===== src/rtl/epdm_pkg.sv =====
// Shared types and constants of the energy pulse demand meter.
package epdm_pkg;

  // Depth of the minute ring (one slot per minute of the demand window).
  localparam int unsigned HISTORY_DEPTH = 30;
  localparam int unsigned PTR_W         = (HISTORY_DEPTH > 1) ? $clog2(HISTORY_DEPTH) : 1;

  localparam int unsigned TIME_W   = 32;
  localparam int unsigned COUNT_W  = 32;
  localparam int unsigned CFG_W    = 16;
  localparam int unsigned ENERGY_W = 48;
  localparam int unsigned SUM_W    = 49;
  localparam int unsigned FREQ_W   = 20;
  localparam int unsigned POWER_W  = 56;
  localparam int unsigned CFG_IDX_W = 2;

  // Dividend of the frequency division: one million milli-hertz per millisecond.
  localparam logic [FREQ_W-1:0] FREQ_NUMERATOR = FREQ_W'(1000000);

  // Input stream item kinds.
  localparam logic OP_PIN  = 1'b0;
  localparam logic OP_TICK = 1'b1;

  // Configuration register indexes.
  localparam logic [CFG_IDX_W-1:0] CFG_COEFFICIENT = CFG_IDX_W'(0);
  localparam logic [CFG_IDX_W-1:0] CFG_MIN_WIDTH   = CFG_IDX_W'(1);

  localparam logic [CFG_W-1:0] COEFFICIENT_RESET = CFG_W'(12);
  localparam logic [CFG_W-1:0] MIN_WIDTH_RESET   = CFG_W'(10);

  typedef enum logic [3:0] {
    ST_IDLE,
    ST_EVAL,
    ST_DIV,
    ST_FREQ,
    ST_ENERGY,
    ST_TICK,
    ST_READ,
    ST_POWER,
    ST_FORE1,
    ST_FORE2,
    ST_OUT
  } epdm_state_e;

  typedef enum logic [3:0] {
    DP_NOP,
    DP_LOAD,
    DP_PIN,
    DP_FREQ,
    DP_ENERGY,
    DP_TICK,
    DP_READ,
    DP_POWER,
    DP_FORE1,
    DP_FORE2,
    DP_OUT
  } epdm_op_e;

  typedef struct packed {
    epdm_op_e op;
    logic     div_start;
  } epdm_cmd_t;

  typedef struct packed {
    logic op_tick;
    logic need_div;
    logic div_busy;
    logic half_phase;
    logic out_free;
  } epdm_stat_t;

endpackage


===== src/rtl/energy_pulse_demand_meter_top.sv =====
// Top level of the energy pulse counter with a 30-minute demand window.
//
//   Channel  Direction  Transfer content
//   s_axis   in         tuser: operation; tdata: pin_level, time_ms
//   m_axis   out        tdata: pulse_total, energy, frequency_mhz, demand_now,
//                       demand_forecast, pulse_accepted, pulse_too_short
//   cfg      in         cfg_index_i selects coefficient (0) or min_width_ms (1)
//
// One item is handled at a time. A pin sample is evaluated and updates the energy;
// a counted pulse may first start the bit-serial frequency division and wait for
// it. A demand tick also runs the tick step; the second tick of a pair writes the
// minute ring, reads back its oldest slot and computes demand and forecast.
// The result sits in an output register, so the next input transfer is taken
// in the cycle after the result is loaded, while it waits; the controller only stalls
// when a second result is ready before the first one is taken. Reset clears all
// control state and the ring valid bits at once, so no clearing pass is needed.
// Configuration is always ready; writes to an unused index are ignored.
module energy_pulse_demand_meter_top
  import epdm_pkg::*;
(
  input  logic                 clk_i,
  input  logic                 rst_ni,
  // Input items.
  input  logic                 s_axis_tvalid,
  output logic                 s_axis_tready,
  // Bit 0 pin_level, bits 32:1 time_ms, rest zero.
  input  logic [39:0]          s_axis_tdata,
  // Bit 0 operation.
  input  logic [0:0]           s_axis_tuser,
  // Result items.
  output logic                 m_axis_tvalid,
  input  logic                 m_axis_tready,
  // Bits 31:0 pulse_total, 79:32 energy, 99:80 frequency_mhz,
  // 155:100 demand_now, 211:156 demand_forecast, 212 pulse_accepted,
  // 213 pulse_too_short, rest zero.
  output logic [215:0]         m_axis_tdata,
  // Configuration writes.
  input  logic                 cfg_valid_i,
  output logic                 cfg_ready_o,
  input  logic [CFG_IDX_W-1:0] cfg_index_i,
  input  logic [CFG_W-1:0]     cfg_data_i
);

  epdm_cmd_t  cmd;
  epdm_stat_t stat;

  assign cfg_ready_o = 1'b1;

  // The controller only sequences; all arithmetic and storage sit in the datapath.
  epdm_ctrl u_ctrl (
    .clk_i     (clk_i),
    .rst_ni    (rst_ni),
    .in_valid_i(s_axis_tvalid),
    .in_ready_o(s_axis_tready),
    .stat_i    (stat),
    .cmd_o     (cmd)
  );

  epdm_dp u_dp (
    .clk_i      (clk_i),
    .rst_ni     (rst_ni),
    .cmd_i      (cmd),
    .stat_o     (stat),
    .cfg_we_i   (cfg_valid_i),
    .cfg_index_i(cfg_index_i),
    .cfg_data_i (cfg_data_i),
    .in_op_i    (s_axis_tuser[0]),
    .in_level_i (s_axis_tdata[0]),
    .in_time_i  (s_axis_tdata[32:1]),
    .out_ready_i(m_axis_tready),
    .out_valid_o(m_axis_tvalid),
    .out_data_o (m_axis_tdata)
  );

endmodule


===== src/rtl/epdm_ram.sv =====
// Generic single-write, single-read RAM with registered read data.
module epdm_ram #(
  parameter int unsigned WIDTH  = 8,
  parameter int unsigned DEPTH  = 16,
  parameter int unsigned ADDR_W = (DEPTH > 1) ? $clog2(DEPTH) : 1
) (
  input  logic              clk_i,
  input  logic              we_i,
  input  logic [ADDR_W-1:0] waddr_i,
  input  logic [WIDTH-1:0]  wdata_i,
  input  logic              re_i,
  input  logic [ADDR_W-1:0] raddr_i,
  output logic [WIDTH-1:0]  rdata_o
);

  logic [WIDTH-1:0] mem_q [DEPTH];
  logic [WIDTH-1:0] rdata_q;

  always_ff @(posedge clk_i) begin
    if (we_i) begin
      mem_q[waddr_i] <= wdata_i;
    end
    if (re_i) begin
      rdata_q <= mem_q[raddr_i];
    end
  end

  assign rdata_o = rdata_q;

endmodule


===== src/rtl/epdm_div.sv =====
// Bit-serial restoring divider for the pulse frequency: one quotient bit per cycle.
module epdm_div
  import epdm_pkg::*;
(
  input  logic              clk_i,
  input  logic              rst_ni,
  input  logic              start_i,
  input  logic [TIME_W-1:0] divisor_i,
  output logic              busy_o,
  output logic [FREQ_W-1:0] quotient_o
);

  localparam int unsigned CNT_W = $clog2(FREQ_W);

  logic              busy_q, busy_d;
  logic [CNT_W-1:0]  cnt_q, cnt_d;
  logic [TIME_W-1:0] dvs_q, dvs_d;
  logic [FREQ_W-1:0] num_q, num_d;
  logic [FREQ_W-1:0] rem_q, rem_d;
  logic [FREQ_W-1:0] quo_q, quo_d;
  logic [FREQ_W:0]   trial;
  logic              fits;

  // The partial remainder never reaches 2^20, so a 21-bit trial value suffices.
  assign trial = {rem_q, num_q[FREQ_W-1]};
  assign fits  = {{(TIME_W-FREQ_W-1){1'b0}}, trial} >= dvs_q;

  always_comb begin
    busy_d = busy_q;
    cnt_d  = cnt_q;
    dvs_d  = dvs_q;
    num_d  = num_q;
    rem_d  = rem_q;
    quo_d  = quo_q;
    if (start_i) begin
      busy_d = 1'b1;
      cnt_d  = '0;
      dvs_d  = divisor_i;
      num_d  = FREQ_NUMERATOR;
      rem_d  = '0;
    end else if (busy_q) begin
      num_d = {num_q[FREQ_W-2:0], 1'b0};
      quo_d = {quo_q[FREQ_W-2:0], fits};
      if (fits) begin
        rem_d = FREQ_W'(trial - dvs_q[FREQ_W:0]);
      end else begin
        rem_d = FREQ_W'(trial);
      end
      cnt_d = cnt_q + CNT_W'(1);
      if (cnt_q == CNT_W'(FREQ_W - 1)) begin
        busy_d = 1'b0;
      end
    end
  end

  always_ff @(posedge clk_i or negedge rst_ni) begin
    if (!rst_ni) begin
      busy_q <= 1'b0;
      cnt_q  <= '0;
    end else begin
      busy_q <= busy_d;
      cnt_q  <= cnt_d;
    end
  end

  always_ff @(posedge clk_i) begin
    dvs_q <= dvs_d;
    num_q <= num_d;
    rem_q <= rem_d;
    quo_q <= quo_d;
  end

  assign busy_o     = busy_q;
  assign quotient_o = quo_q;

endmodule


===== src/rtl/epdm_dp.sv =====
// Datapath of the meter: pulse state, energy, demand ring, power and output register.
module epdm_dp
  import epdm_pkg::*;
(
  input  logic                 clk_i,
  input  logic                 rst_ni,
  input  epdm_cmd_t            cmd_i,
  output epdm_stat_t           stat_o,
  input  logic                 cfg_we_i,
  input  logic [CFG_IDX_W-1:0] cfg_index_i,
  input  logic [CFG_W-1:0]     cfg_data_i,
  input  logic                 in_op_i,
  input  logic                 in_level_i,
  input  logic [TIME_W-1:0]    in_time_i,
  input  logic                 out_ready_i,
  output logic                 out_valid_o,
  output logic [215:0]         out_data_o
);

  logic [CFG_W-1:0]    coef_q, minw_q;
  logic                op_q, level_q;
  logic [TIME_W-1:0]   time_q;
  logic                prev_q, stamp_vld_q, acc_flag_q, short_flag_q;
  logic [TIME_W-1:0]   rise_q, stamp_q;
  logic [COUNT_W-1:0]  cnt_q;
  logic [FREQ_W-1:0]   freq_q;
  logic [ENERGY_W-1:0] energy_q;
  logic                phase_q;
  logic [SUM_W-1:0]    half_q, newest_q;
  logic [PTR_W-1:0]    ptr_q;
  logic [HISTORY_DEPTH-1:0] ring_vld_q;
  logic                rd_vld_q;
  logic [POWER_W-1:0]  acc_q, pnow_q, pfore_q;
  logic                out_valid_q;
  logic [215:0]        out_data_q;

  logic                rise, fall, long_enough;
  logic [TIME_W-1:0]   width, interval;
  logic [SUM_W-1:0]    sum;
  logic [PTR_W-1:0]    ptr_next;
  logic [SUM_W-1:0]    ring_rdata;
  logic [POWER_W-1:0]  e56, old56, new56;
  logic                ring_we, ring_re;
  logic [FREQ_W-1:0]   quotient;
  logic                div_busy;

  assign rise        = !prev_q && level_q;
  assign fall        = prev_q && !level_q;
  assign width       = time_q - rise_q;
  assign long_enough = width >= {{(TIME_W-CFG_W){1'b0}}, minw_q};
  assign interval    = time_q - stamp_q;

  assign sum      = half_q + {1'b0, energy_q};
  assign ptr_next = (ptr_q == PTR_W'(HISTORY_DEPTH - 1)) ? '0 : ptr_q + PTR_W'(1);

  assign e56   = {{(POWER_W-ENERGY_W){1'b0}}, energy_q};
  assign old56 = rd_vld_q ? {{(POWER_W-SUM_W){1'b0}}, ring_rdata} : '0;
  assign new56 = {{(POWER_W-SUM_W){1'b0}}, newest_q};

  assign ring_we = (cmd_i.op == DP_TICK) && phase_q;
  assign ring_re = (cmd_i.op == DP_READ);

  assign stat_o.op_tick    = (op_q == OP_TICK);
  assign stat_o.need_div   = (op_q == OP_PIN) && fall && long_enough && stamp_vld_q
                             && (interval != '0);
  assign stat_o.div_busy   = div_busy;
  assign stat_o.half_phase = phase_q;
  assign stat_o.out_free   = !out_valid_q || out_ready_i;

  epdm_ram #(
    .WIDTH (SUM_W),
    .DEPTH (HISTORY_DEPTH),
    .ADDR_W(PTR_W)
  ) u_ring (
    .clk_i  (clk_i),
    .we_i   (ring_we),
    .waddr_i(ptr_q),
    .wdata_i(sum),
    .re_i   (ring_re),
    .raddr_i(ptr_q),
    .rdata_o(ring_rdata)
  );

  epdm_div u_div (
    .clk_i     (clk_i),
    .rst_ni    (rst_ni),
    .start_i   (cmd_i.div_start),
    .divisor_i (interval),
    .busy_o    (div_busy),
    .quotient_o(quotient)
  );

  // Configuration registers; writes to unused indexes are dropped.
  always_ff @(posedge clk_i or negedge rst_ni) begin
    if (!rst_ni) begin
      coef_q <= COEFFICIENT_RESET;
      minw_q <= MIN_WIDTH_RESET;
    end else if (cfg_we_i) begin
      unique case (cfg_index_i)
        CFG_COEFFICIENT: coef_q <= cfg_data_i;
        CFG_MIN_WIDTH:   minw_q <= cfg_data_i;
        default: ;
      endcase
    end
  end

  // Meter state.
  always_ff @(posedge clk_i or negedge rst_ni) begin
    if (!rst_ni) begin
      prev_q       <= 1'b0;
      rise_q       <= '0;
      cnt_q        <= '0;
      stamp_q      <= '0;
      stamp_vld_q  <= 1'b0;
      freq_q       <= '0;
      energy_q     <= '0;
      phase_q      <= 1'b0;
      half_q       <= '0;
      ptr_q        <= '0;
      ring_vld_q   <= '0;
      pnow_q       <= '0;
      pfore_q      <= '0;
      acc_flag_q   <= 1'b0;
      short_flag_q <= 1'b0;
    end else begin
      case (cmd_i.op)
        DP_LOAD: begin
          acc_flag_q   <= 1'b0;
          short_flag_q <= 1'b0;
        end
        DP_PIN: begin
          if (op_q == OP_PIN) begin
            prev_q <= level_q;
            if (rise) begin
              rise_q <= time_q;
            end
            if (fall && long_enough) begin
              cnt_q       <= cnt_q + COUNT_W'(1);
              acc_flag_q  <= 1'b1;
              stamp_q     <= time_q;
              stamp_vld_q <= 1'b1;
            end
            if (fall && !long_enough) begin
              short_flag_q <= 1'b1;
            end
          end
        end
        DP_FREQ:   freq_q   <= quotient;
        DP_ENERGY: energy_q <= {{(ENERGY_W-COUNT_W){1'b0}}, cnt_q}
                               * {{(ENERGY_W-CFG_W){1'b0}}, coef_q};
        DP_TICK: begin
          if (!phase_q) begin
            half_q  <= sum;
            phase_q <= 1'b1;
          end else begin
            half_q            <= '0;
            phase_q           <= 1'b0;
            ring_vld_q[ptr_q] <= 1'b1;
            ptr_q             <= ptr_next;
          end
        end
        DP_POWER: pnow_q  <= {e56[POWER_W-2:0], 1'b0} - old56;
        DP_FORE2: pfore_q <= acc_q + {new56[POWER_W-2:0], 1'b0};
        default: ;
      endcase
    end
  end

  // Payload registers without reset.
  always_ff @(posedge clk_i) begin
    case (cmd_i.op)
      DP_LOAD: begin
        op_q    <= in_op_i;
        level_q <= in_level_i;
        time_q  <= in_time_i;
      end
      DP_TICK: begin
        if (phase_q) begin
          newest_q <= sum;
        end
      end
      DP_READ: begin
        rd_vld_q <= ring_vld_q[ptr_q];
        acc_q    <= {e56[POWER_W-7:0], 6'b0} - {e56[POWER_W-2:0], 1'b0};
      end
      DP_POWER: acc_q <= acc_q - old56;
      DP_FORE1: acc_q <= acc_q - {new56[POWER_W-6:0], 5'b0};
      DP_OUT: begin
        out_data_q <= {2'b00, short_flag_q, acc_flag_q, pfore_q, pnow_q, freq_q, energy_q,
                       cnt_q};
      end
      default: ;
    endcase
  end

  always_ff @(posedge clk_i or negedge rst_ni) begin
    if (!rst_ni) begin
      out_valid_q <= 1'b0;
    end else if (cmd_i.op == DP_OUT) begin
      out_valid_q <= 1'b1;
    end else if (out_ready_i) begin
      out_valid_q <= 1'b0;
    end
  end

  assign out_valid_o = out_valid_q;
  assign out_data_o  = out_data_q;

endmodule


===== src/rtl/epdm_ctrl.sv =====
// Controller state machine that sequences the meter datapath for each item.
module epdm_ctrl
  import epdm_pkg::*;
(
  input  logic       clk_i,
  input  logic       rst_ni,
  input  logic       in_valid_i,
  output logic       in_ready_o,
  input  epdm_stat_t stat_i,
  output epdm_cmd_t  cmd_o
);

  epdm_state_e state_q, state_d;

  always_comb begin
    state_d = state_q;
    unique case (state_q)
      ST_IDLE:   if (in_valid_i) state_d = ST_EVAL;
      ST_EVAL:   state_d = stat_i.need_div ? ST_DIV : ST_ENERGY;
      ST_DIV:    if (!stat_i.div_busy) state_d = ST_FREQ;
      ST_FREQ:   state_d = ST_ENERGY;
      ST_ENERGY: state_d = stat_i.op_tick ? ST_TICK : ST_OUT;
      ST_TICK:   state_d = stat_i.half_phase ? ST_READ : ST_OUT;
      ST_READ:   state_d = ST_POWER;
      ST_POWER:  state_d = ST_FORE1;
      ST_FORE1:  state_d = ST_FORE2;
      ST_FORE2:  state_d = ST_OUT;
      ST_OUT:    if (stat_i.out_free) state_d = ST_IDLE;
      default:   state_d = ST_IDLE;
    endcase
  end

  always_comb begin
    in_ready_o      = 1'b0;
    cmd_o.op        = DP_NOP;
    cmd_o.div_start = 1'b0;
    unique case (state_q)
      ST_IDLE: begin
        in_ready_o = 1'b1;
        if (in_valid_i) cmd_o.op = DP_LOAD;
      end
      ST_EVAL: begin
        cmd_o.op        = DP_PIN;
        cmd_o.div_start = stat_i.need_div;
      end
      ST_DIV:    cmd_o.op = DP_NOP;
      ST_FREQ:   cmd_o.op = DP_FREQ;
      ST_ENERGY: cmd_o.op = DP_ENERGY;
      ST_TICK:   cmd_o.op = DP_TICK;
      ST_READ:   cmd_o.op = DP_READ;
      ST_POWER:  cmd_o.op = DP_POWER;
      ST_FORE1:  cmd_o.op = DP_FORE1;
      ST_FORE2:  cmd_o.op = DP_FORE2;
      ST_OUT:    if (stat_i.out_free) cmd_o.op = DP_OUT;
      default:   cmd_o.op = DP_NOP;
    endcase
  end

  always_ff @(posedge clk_i or negedge rst_ni) begin
    if (!rst_ni) begin
      state_q <= ST_IDLE;
    end else begin
      state_q <= state_d;
    end
  end

endmodule

===== config.mk =====
export PLATFORM = sky130hd
export DESIGN_NAME = energy_pulse_demand_meter_top
export DESIGN_NICKNAME = d
export VERILOG_FILES = /design/src/rtl/epdm_pkg.sv /design/src/rtl/energy_pulse_demand_meter_top.sv /design/src/rtl/epdm_ram.sv /design/src/rtl/epdm_div.sv /design/src/rtl/epdm_dp.sv /design/src/rtl/epdm_ctrl.sv
export SDC_FILE = /design/constraint.sdc
export NUM_CORES = 2
export LEC_CHECK = 0
export BUFFER_PORTS_ARGS = -buffer_cell sky130_fd_sc_hd__buf_2
export CAP_MARGIN = 20
export CORE_MARGIN = 2
export CORE_UTILIZATION = 65
export CTS_CLUSTER_SIZE = 14
export DETAILED_ROUTE_END_ITERATION = 7
export PLACE_DENSITY = 0.92
export SYNTH_ARGS = -nofsm -noshare
export SYNTH_HDL_FRONTEND = slang
export SYNTH_SLANG_ARGS = --single-unit
export TNS_END_PERCENT = 50

===== constraint.sdc =====
create_clock -name clk_i -period 14 [get_ports clk_i]
set_clock_uncertainty 0.2 [all_clocks]
set_input_delay 1.4 -clock clk_i [delete_from_list [all_inputs] [get_ports clk_i]]
set_output_delay 1.4 -clock clk_i [all_outputs]
set_load 0.1 [all_outputs]

Word level (Yosys, flattened, before mapping)
Memories as Yosys holds them, arrays and structs flattened. A register that Yosys moved wholly into a read port is not among the register bits.
Cells that the tools add are included.
Cells by class
  add/sub/neg operators: 12
  multiply operators: 1
  magnitude comparators: 4
  equal/unequal tests: 29
  muxes and demuxes: 37
  bitwise logic cells: 3
  reductions and logical operators: 32
Operators by type and width (number)
  56-bit case mux with 3 select lines: 1
  49-bit 2-to-1 mux: 2
  32-bit subtractor: 2
  56-bit by 50-bit adder with 56-bit output: 1
  49-bit by 56-bit subtractor with 56-bit output: 1
  56-bit by 54-bit subtractor with 56-bit output: 1
  56-bit subtractor: 1
  54-bit by 49-bit subtractor with 55-bit output: 1
  49-bit by 48-bit adder with 49-bit output: 1
  32-bit by 16-bit multiplier with 48-bit output: 1
  4-bit case mux with 11 select lines: 1
  4-bit case mux with 10 select lines: 1
  32-bit by 1-bit adder with 32-bit output, second input constant: 1
  4-bit by 3-bit equality test with 1-bit output, second input constant: 8
  21-bit by 32-bit greater-or-equal comparator with 1-bit output: 1
  32-bit by 16-bit greater-or-equal comparator with 1-bit output: 1
  32-bit nonzero test: 1
  30-bit OR: 1
  4-bit equality test, second input constant: 6
  4-bit 2-to-1 mux: 6
  20-bit 2-to-1 mux: 1
  20-bit subtractor: 1
  1-bit 2-to-1 mux: 17
  4-bit by 2-bit equality test with 1-bit output, second input constant: 4
  23 further kinds: 56
Word-level totals
  bits in registers: 848
  memory bits (writable): 1470
  input bits: 64
  output and inout bits: 219
  logic and storage cells: 151
  memories: 1
Memory list
  u_dp.u_ring.mem_q: depth 30, width 49, read ports 1, clocked after memory_dff 1, wr ports 1, RTL line epdm_ram.sv:16  | logic [WIDTH-1:0] mem_q [DEPTH];

Longest topological paths before layout
  word-level depth: 9
  gate-level depth with buffers: 27
  gate-level depth less buffers: 25

Modules after synthesis
Synthesis repeated with hierarchy kept, for this count alone.
Second synthesis, totals
  cell total of the unflattened synthesis: 9614
  area, all modules: 124350.5 sq um
Modules (own cells, without submodules)
  epdm_dp: instances 1, cells each 6439, area an instance 61616.6 sq um, sequential area each 20264.4 sq um
  epdm_ram: instances 1, cells each 2718, area an instance 57809.2 sq um, sequential area each 45613.7 sq um
  epdm_div: instances 1, cells each 411, area an instance 4535.6 sq um, sequential area each 2392.3 sq um
  epdm_ctrl: instances 1, cells each 44, area an instance 377.9 sq um, sequential area each 100.1 sq um
  energy_pulse_demand_meter_top: instances 1, cells each 2, area an instance 11.3 sq um, sequential area each 0.0 sq um

Least setup slack after synthesis
Ideal clock, no wire load.
  path kind: input to register
  from: input m_axis_tready
  to: register u_dp.out_data_q[0] (netlist: u_dp.out_data_o[0]) (enable)
  library setup time: 602 ps
  arrival time: 6494 ps
  data required time: 13198 ps
  path slack: 6704 ps
  cell stages on the path: 2
  path buffers: 0
  path through: nand2b_1 -> and3_1
On the way
  longest elaborated chain between the ends: 4
Ends and longest elaborated chain
  start: declaration: RTL line energy_pulse_demand_meter_top.sv:32  | input logic m_axis_tready,
  1-bit logical OR: RTL line epdm_dp.sv:68  | assign stat_o.out_free = !out_valid_q || out_ready_i;
  4-bit 2-to-1 mux: RTL line epdm_ctrl.sv:54  | ST_OUT: if (stat_i.out_free) cmd_o.op = DP_OUT;
  4-bit case mux with 10 select lines: RTL line epdm_ctrl.sv:37  | unique case (state_q)
  4-bit equality test: RTL line epdm_dp.sv:171  | case (cmd_i.op)
  end signal: assignment: RTL line epdm_dp.sv:189  | out_data_q <= {2'b00, short_flag_q, acc_flag_q, pfore_q, pnow_q, freq_q, energy_q,
  end: declaration: RTL line epdm_dp.sv:35  | logic [215:0] out_data_q;
No other way between the ends.
A chain may end at the register's enable or synchronous reset.

Worst setup path in the final report
  from: register u_dp.coef_q[2]
  to: register u_dp.energy_q[31]
On the way
  longest elaborated chain between the ends: 1
Ends and longest elaborated chain
  start: declaration: RTL line epdm_dp.sv:20  | logic [CFG_W-1:0] coef_q, minw_q;
  start signal: assignment: RTL line epdm_dp.sv:100  | CFG_COEFFICIENT: coef_q <= cfg_data_i;
  32-bit by 16-bit multiplier with 48-bit output: RTL line epdm_dp.sv:150  | * {{(ENERGY_W-CFG_W){1'b0}}, coef_q};
  end signal: assignment: RTL line epdm_dp.sv:149  | DP_ENERGY: energy_q <= {{(ENERGY_W-COUNT_W){1'b0}}, cnt_q}
  end: declaration: RTL line epdm_dp.sv:27  | logic [ENERGY_W-1:0] energy_q;
No other way between the ends.

==> metrics.csv <==
stage,metric,value,unit
clocking,cts_tree,built,
finish,drive_gt1_share,14.3,%
floorplanning,dieArea,0.193,sq mm
grt,grt_usage,39.9,%
timing,finalCritPeriodShare,59.8,%
pwr,power.leakage,0.0531,uW
finish,fill_cells,11100,
clocking,clk_pin_slew,0.07,ns
timing,worst_pin_slew,1.27,ns
clocking,clock-root-buffer,clkbuf_16,
synthesis,avgSynthCellArea,13.3,sq um
placed_design,post-dp-hpwl,244000,um
clocking,postCtsSetupBuffers,0,
outcome,status,finished clean,
finish,syn_to_final_growth,10.4,%
timing,fmax,0.119,GHz
floorplanning,core-area,0.188,sq mm
placed_design,io_buffers,272,
grt,grt_max_degree,149,
synthesis,ys_types,94,
floorplanning,fp.dieW,439,um
pwr,pwr-share-seq,36.8,%
timing,whs,0.196,ns
pwr,p_per_area,191,mW/mm^2
job,maxCapViolCount,0,
pwr,pwr-share-comb,38.9,%
timing,slew_violations,0,
placed_design,placedInstanceArea,0.128,sq mm
clocking,cts_resized,0,
pwr,p_int,16100,uW
finish,layout_common_cells,"edfxtp_1, nand2_1, inv_1",
floorplanning,io_pins,283,
synthesis,ys.flop_type,edfxtp_1,
finish,nets,10600,
pwr,p_sw,9940,uW
hold_path,hp-class,in2async,
critical_path,crit_path_end_kind,flop,
drt,wire_per_inst,32.1,um
critical_path,worstPathArrival,8.95,ns
synthesis,ys_ff_latch,2367,
critical_path,startpoint,u_dp.coef_q[2],
pwr,vdd_ir_drop_max,0.000177,V
critical_path,ff2ff_setup_slack,5.62,ns
floorplanning,initial_core_util,65.5,%
finish,final_common_cell,edfxtp_1,
synthesis,ys_seq_area_share,55.8,%
placed_design,place_congestion,0.998,
timing,max_slew_margin,15.3,%
critical_path,crit_fanout,33,
floorplanning,fp-row-count,159,
timing,setup_violations,0,
finish,post-route-util,72.3,%
drt,drc,0,
synthesis,synth_cells,9287,
clocking,cts_sinks,2367,
pwr,clockPowerShare,24.3,%
critical_path,start_kind,flop,
floorplanning,die_y,439,um
critical_path,worstSetupPathType,reg2reg,
clocking,worstSkewPairLatency,0.95,ns
synthesis,synth_area,0.123,sq mm
clocking,hold_buffers,0,
timing,finalCriticalPeriod,8.38,ns
pwr,p_total,26000,uW
clocking,clk_path_buf_depth,3,
critical_path,ff2ff_path_depth,22,
clocking,h-tree-depth,4,
critical_path,worstReg2RegEnd,u_dp.energy_q[31],
finish,post-route-cell-area,0.136,sq mm
drt,drtIter0Drc,12800,
grt,antenna_found_initial,27,
critical_path,critPathRequiredTime,14.57,ns
critical_path,endpoint,u_dp.energy_q[31],
drt,viasPerCell,7.06,
clocking,cts_buffers,225,
synthesis,async_flop_share,17.2,%
drt,dr.pass1.iters,8,
grt,grt_pass1_wl,562000,um
synthesis,synth_warnings,0,
drt,ant_nets,0,
drt,dr_total_vias,86400,
drt,wirelength,393000,um
timing,hold_violations,0,
synthesis,synth_edf_count,1925,
timing,rsz0062_at_grt,no,
timing,setup_tns,0,ns
pwr,power.share.switching,38.2,%
critical_path,r2r_start,u_dp.coef_q[2],
grt,grt_pass1_vias,85600,
grt,gr-total-overflow,0,
cells by family (layout without fill, tap and decap cells):
kind of cell               Yosys count  in the layout  share of synthesized area (%)
AOI/OAI and AO/OA                 1841           1841                           9.83
xor gates and xnor gates           410            410                           2.92
adders and majority gates          938            938                           12.1
buffers and inverters             1174           1625                           3.61
DFF                               2367           2367                           55.8
muxes                              515            515                           7.83
other                                2             12                        0.00610
and+or+nand+nor                   2040           2040                           7.90
worst max-delay path: stages, from the launching register on:
cell      delay [ns]
dfstp_2         1.10
nand2_1         0.17
fa_1            0.54
fa_1            0.56
fa_1            0.52
inv_1           0.05
fa_1            0.44
fa_1            0.55
inv_1           0.08
fa_1            0.53
inv_1           0.06
ha_1            0.33
a211o_1         0.38
a211o_1         0.29
a211oi_1        0.20
a21boi_0        0.49
nor3_1          0.17
a21oi_1         0.40
o21ai_0         0.26
a211oi_1        0.41
nor2_1          0.09
and2_1          0.17
o31ai_1         0.22
registers in the layout (all words and copies together) (netlist names), 14 cells and up:
signal                 flops
u_dp.u_div.rem_q          20
u_dp.half_q               49
u_dp.u_ring.mem_q       1470
u_dp.out_data_o          214
u_dp.time_q               32
u_dp.minw_q               16
u_dp.newest_q             49
u_dp.stamp_q              32
u_dp.rise_q               32
u_dp.pfore_q              56
u_dp.coef_q               16
u_dp.u_div.quotient_o     20
u_dp.energy_q             48
u_dp.freq_q               20
u_dp.acc_q                56
u_dp.u_ring.rdata_o       49
u_dp.u_div.dvs_q          32
u_dp.ring_vld_q           30
u_dp.pnow_q               56
u_dp.u_div.num_q          14
u_dp.cnt_q                32
worst min-delay path by stage:
stage | from | to | cells past startpoint
after CTS | rst_ni | u_dp.freq_q[2] | 1
after detailed placement | u_dp.u_div.quotient_o[15] | u_dp.u_div.quotient_o[16] | 0
after floorplan | u_dp.u_div.quotient_o[9] | u_dp.u_div.quotient_o[10] | 0
after global placement | u_dp.u_div.quotient_o[17] | u_dp.u_div.quotient_o[18] | 0
final | rst_ni | u_dp.freq_q[0] | 1
after global routing | u_dp.pnow_q[15] | u_dp.out_data_o[115] | 0
power by group through the flow:
stage               clock network [uW]  registers (uW)  logic (uW)
finish                            6310            9580       10100
global route                      6540            9610       10700
CTS                               6280            9600        9690
detailed placement                   0            9720        9510
global placement                     0            9680        9120
floorplan                            0            9710        6620
layout make-up:
| cell class | count | area (sq um) | share of cell area (%) |
|---|---|---|---|
| Multi-Input combinational cell | 5747 | 50800 | 37.4 |
| Sequential cell | 2367 | 68700 | 50.5 |
| Tap cell | 2495 | 3120 | 2.30 |
| Inverter | 764 | 2870 | 2.11 |
| Antenna cell | 9 | 22.5 | 0.0166 |
| Timing Repair Buffer | 443 | 2990 | 2.20 |
| Clock inverter | 131 | 1390 | 1.02 |
| Clock buffer | 287 | 6090 | 4.48 |
cell usage after synthesis, drive strengths merged, types with 59 or more instances:
cell type / number / area [sq um]
inv: 763 / 2860
a22oi: 180 / 1350
o21ai: 425 / 2130
buf: 69 / 294
nor2: 361 / 1360
nand4: 112 / 701
fa: 426 / 8530
nand2b: 61 / 382
edfxtp: 1925 / 57800
o21a: 59 / 443
mux2i: 73 / 731
nor3: 70 / 350
dfrtp: 404 / 10100
and2: 253 / 1580
a21oi: 406 / 2030
nand3: 101 / 505
ha: 512 / 6410
a211oi: 63 / 473
mux4: 350 / 7880
mux2: 92 / 1040
a21o: 255 / 1910
nand2: 822 / 3090
clkbuf: 341 / 1280
xnor2: 224 / 1960
xor2: 186 / 1630
per-layer routing:
| layer | vias to the layer above | global-route usage [%] | routed length, um |
|---|---|---|---|
| met4 | 16 | 26.1 | 33200 |
| met5 | - | 0 | 98 |
| met2 | 7444 | 63.1 | 182000 |
| met1 | 42200 | 49.5 | 129000 |
| li1 | 34600 | - | - |
| met3 | 2051 | 9.31 | 48800 |
through the flow:
step                      std cells  worst slack, ns
after detailed placement      11800             5.89
after global placement        11800             6.00
final                         12200             5.62
after floorplan                9288             6.70
after CTS                     12200             5.82
after global routing          12200             5.47
Power figures use the tool's default switching activity.
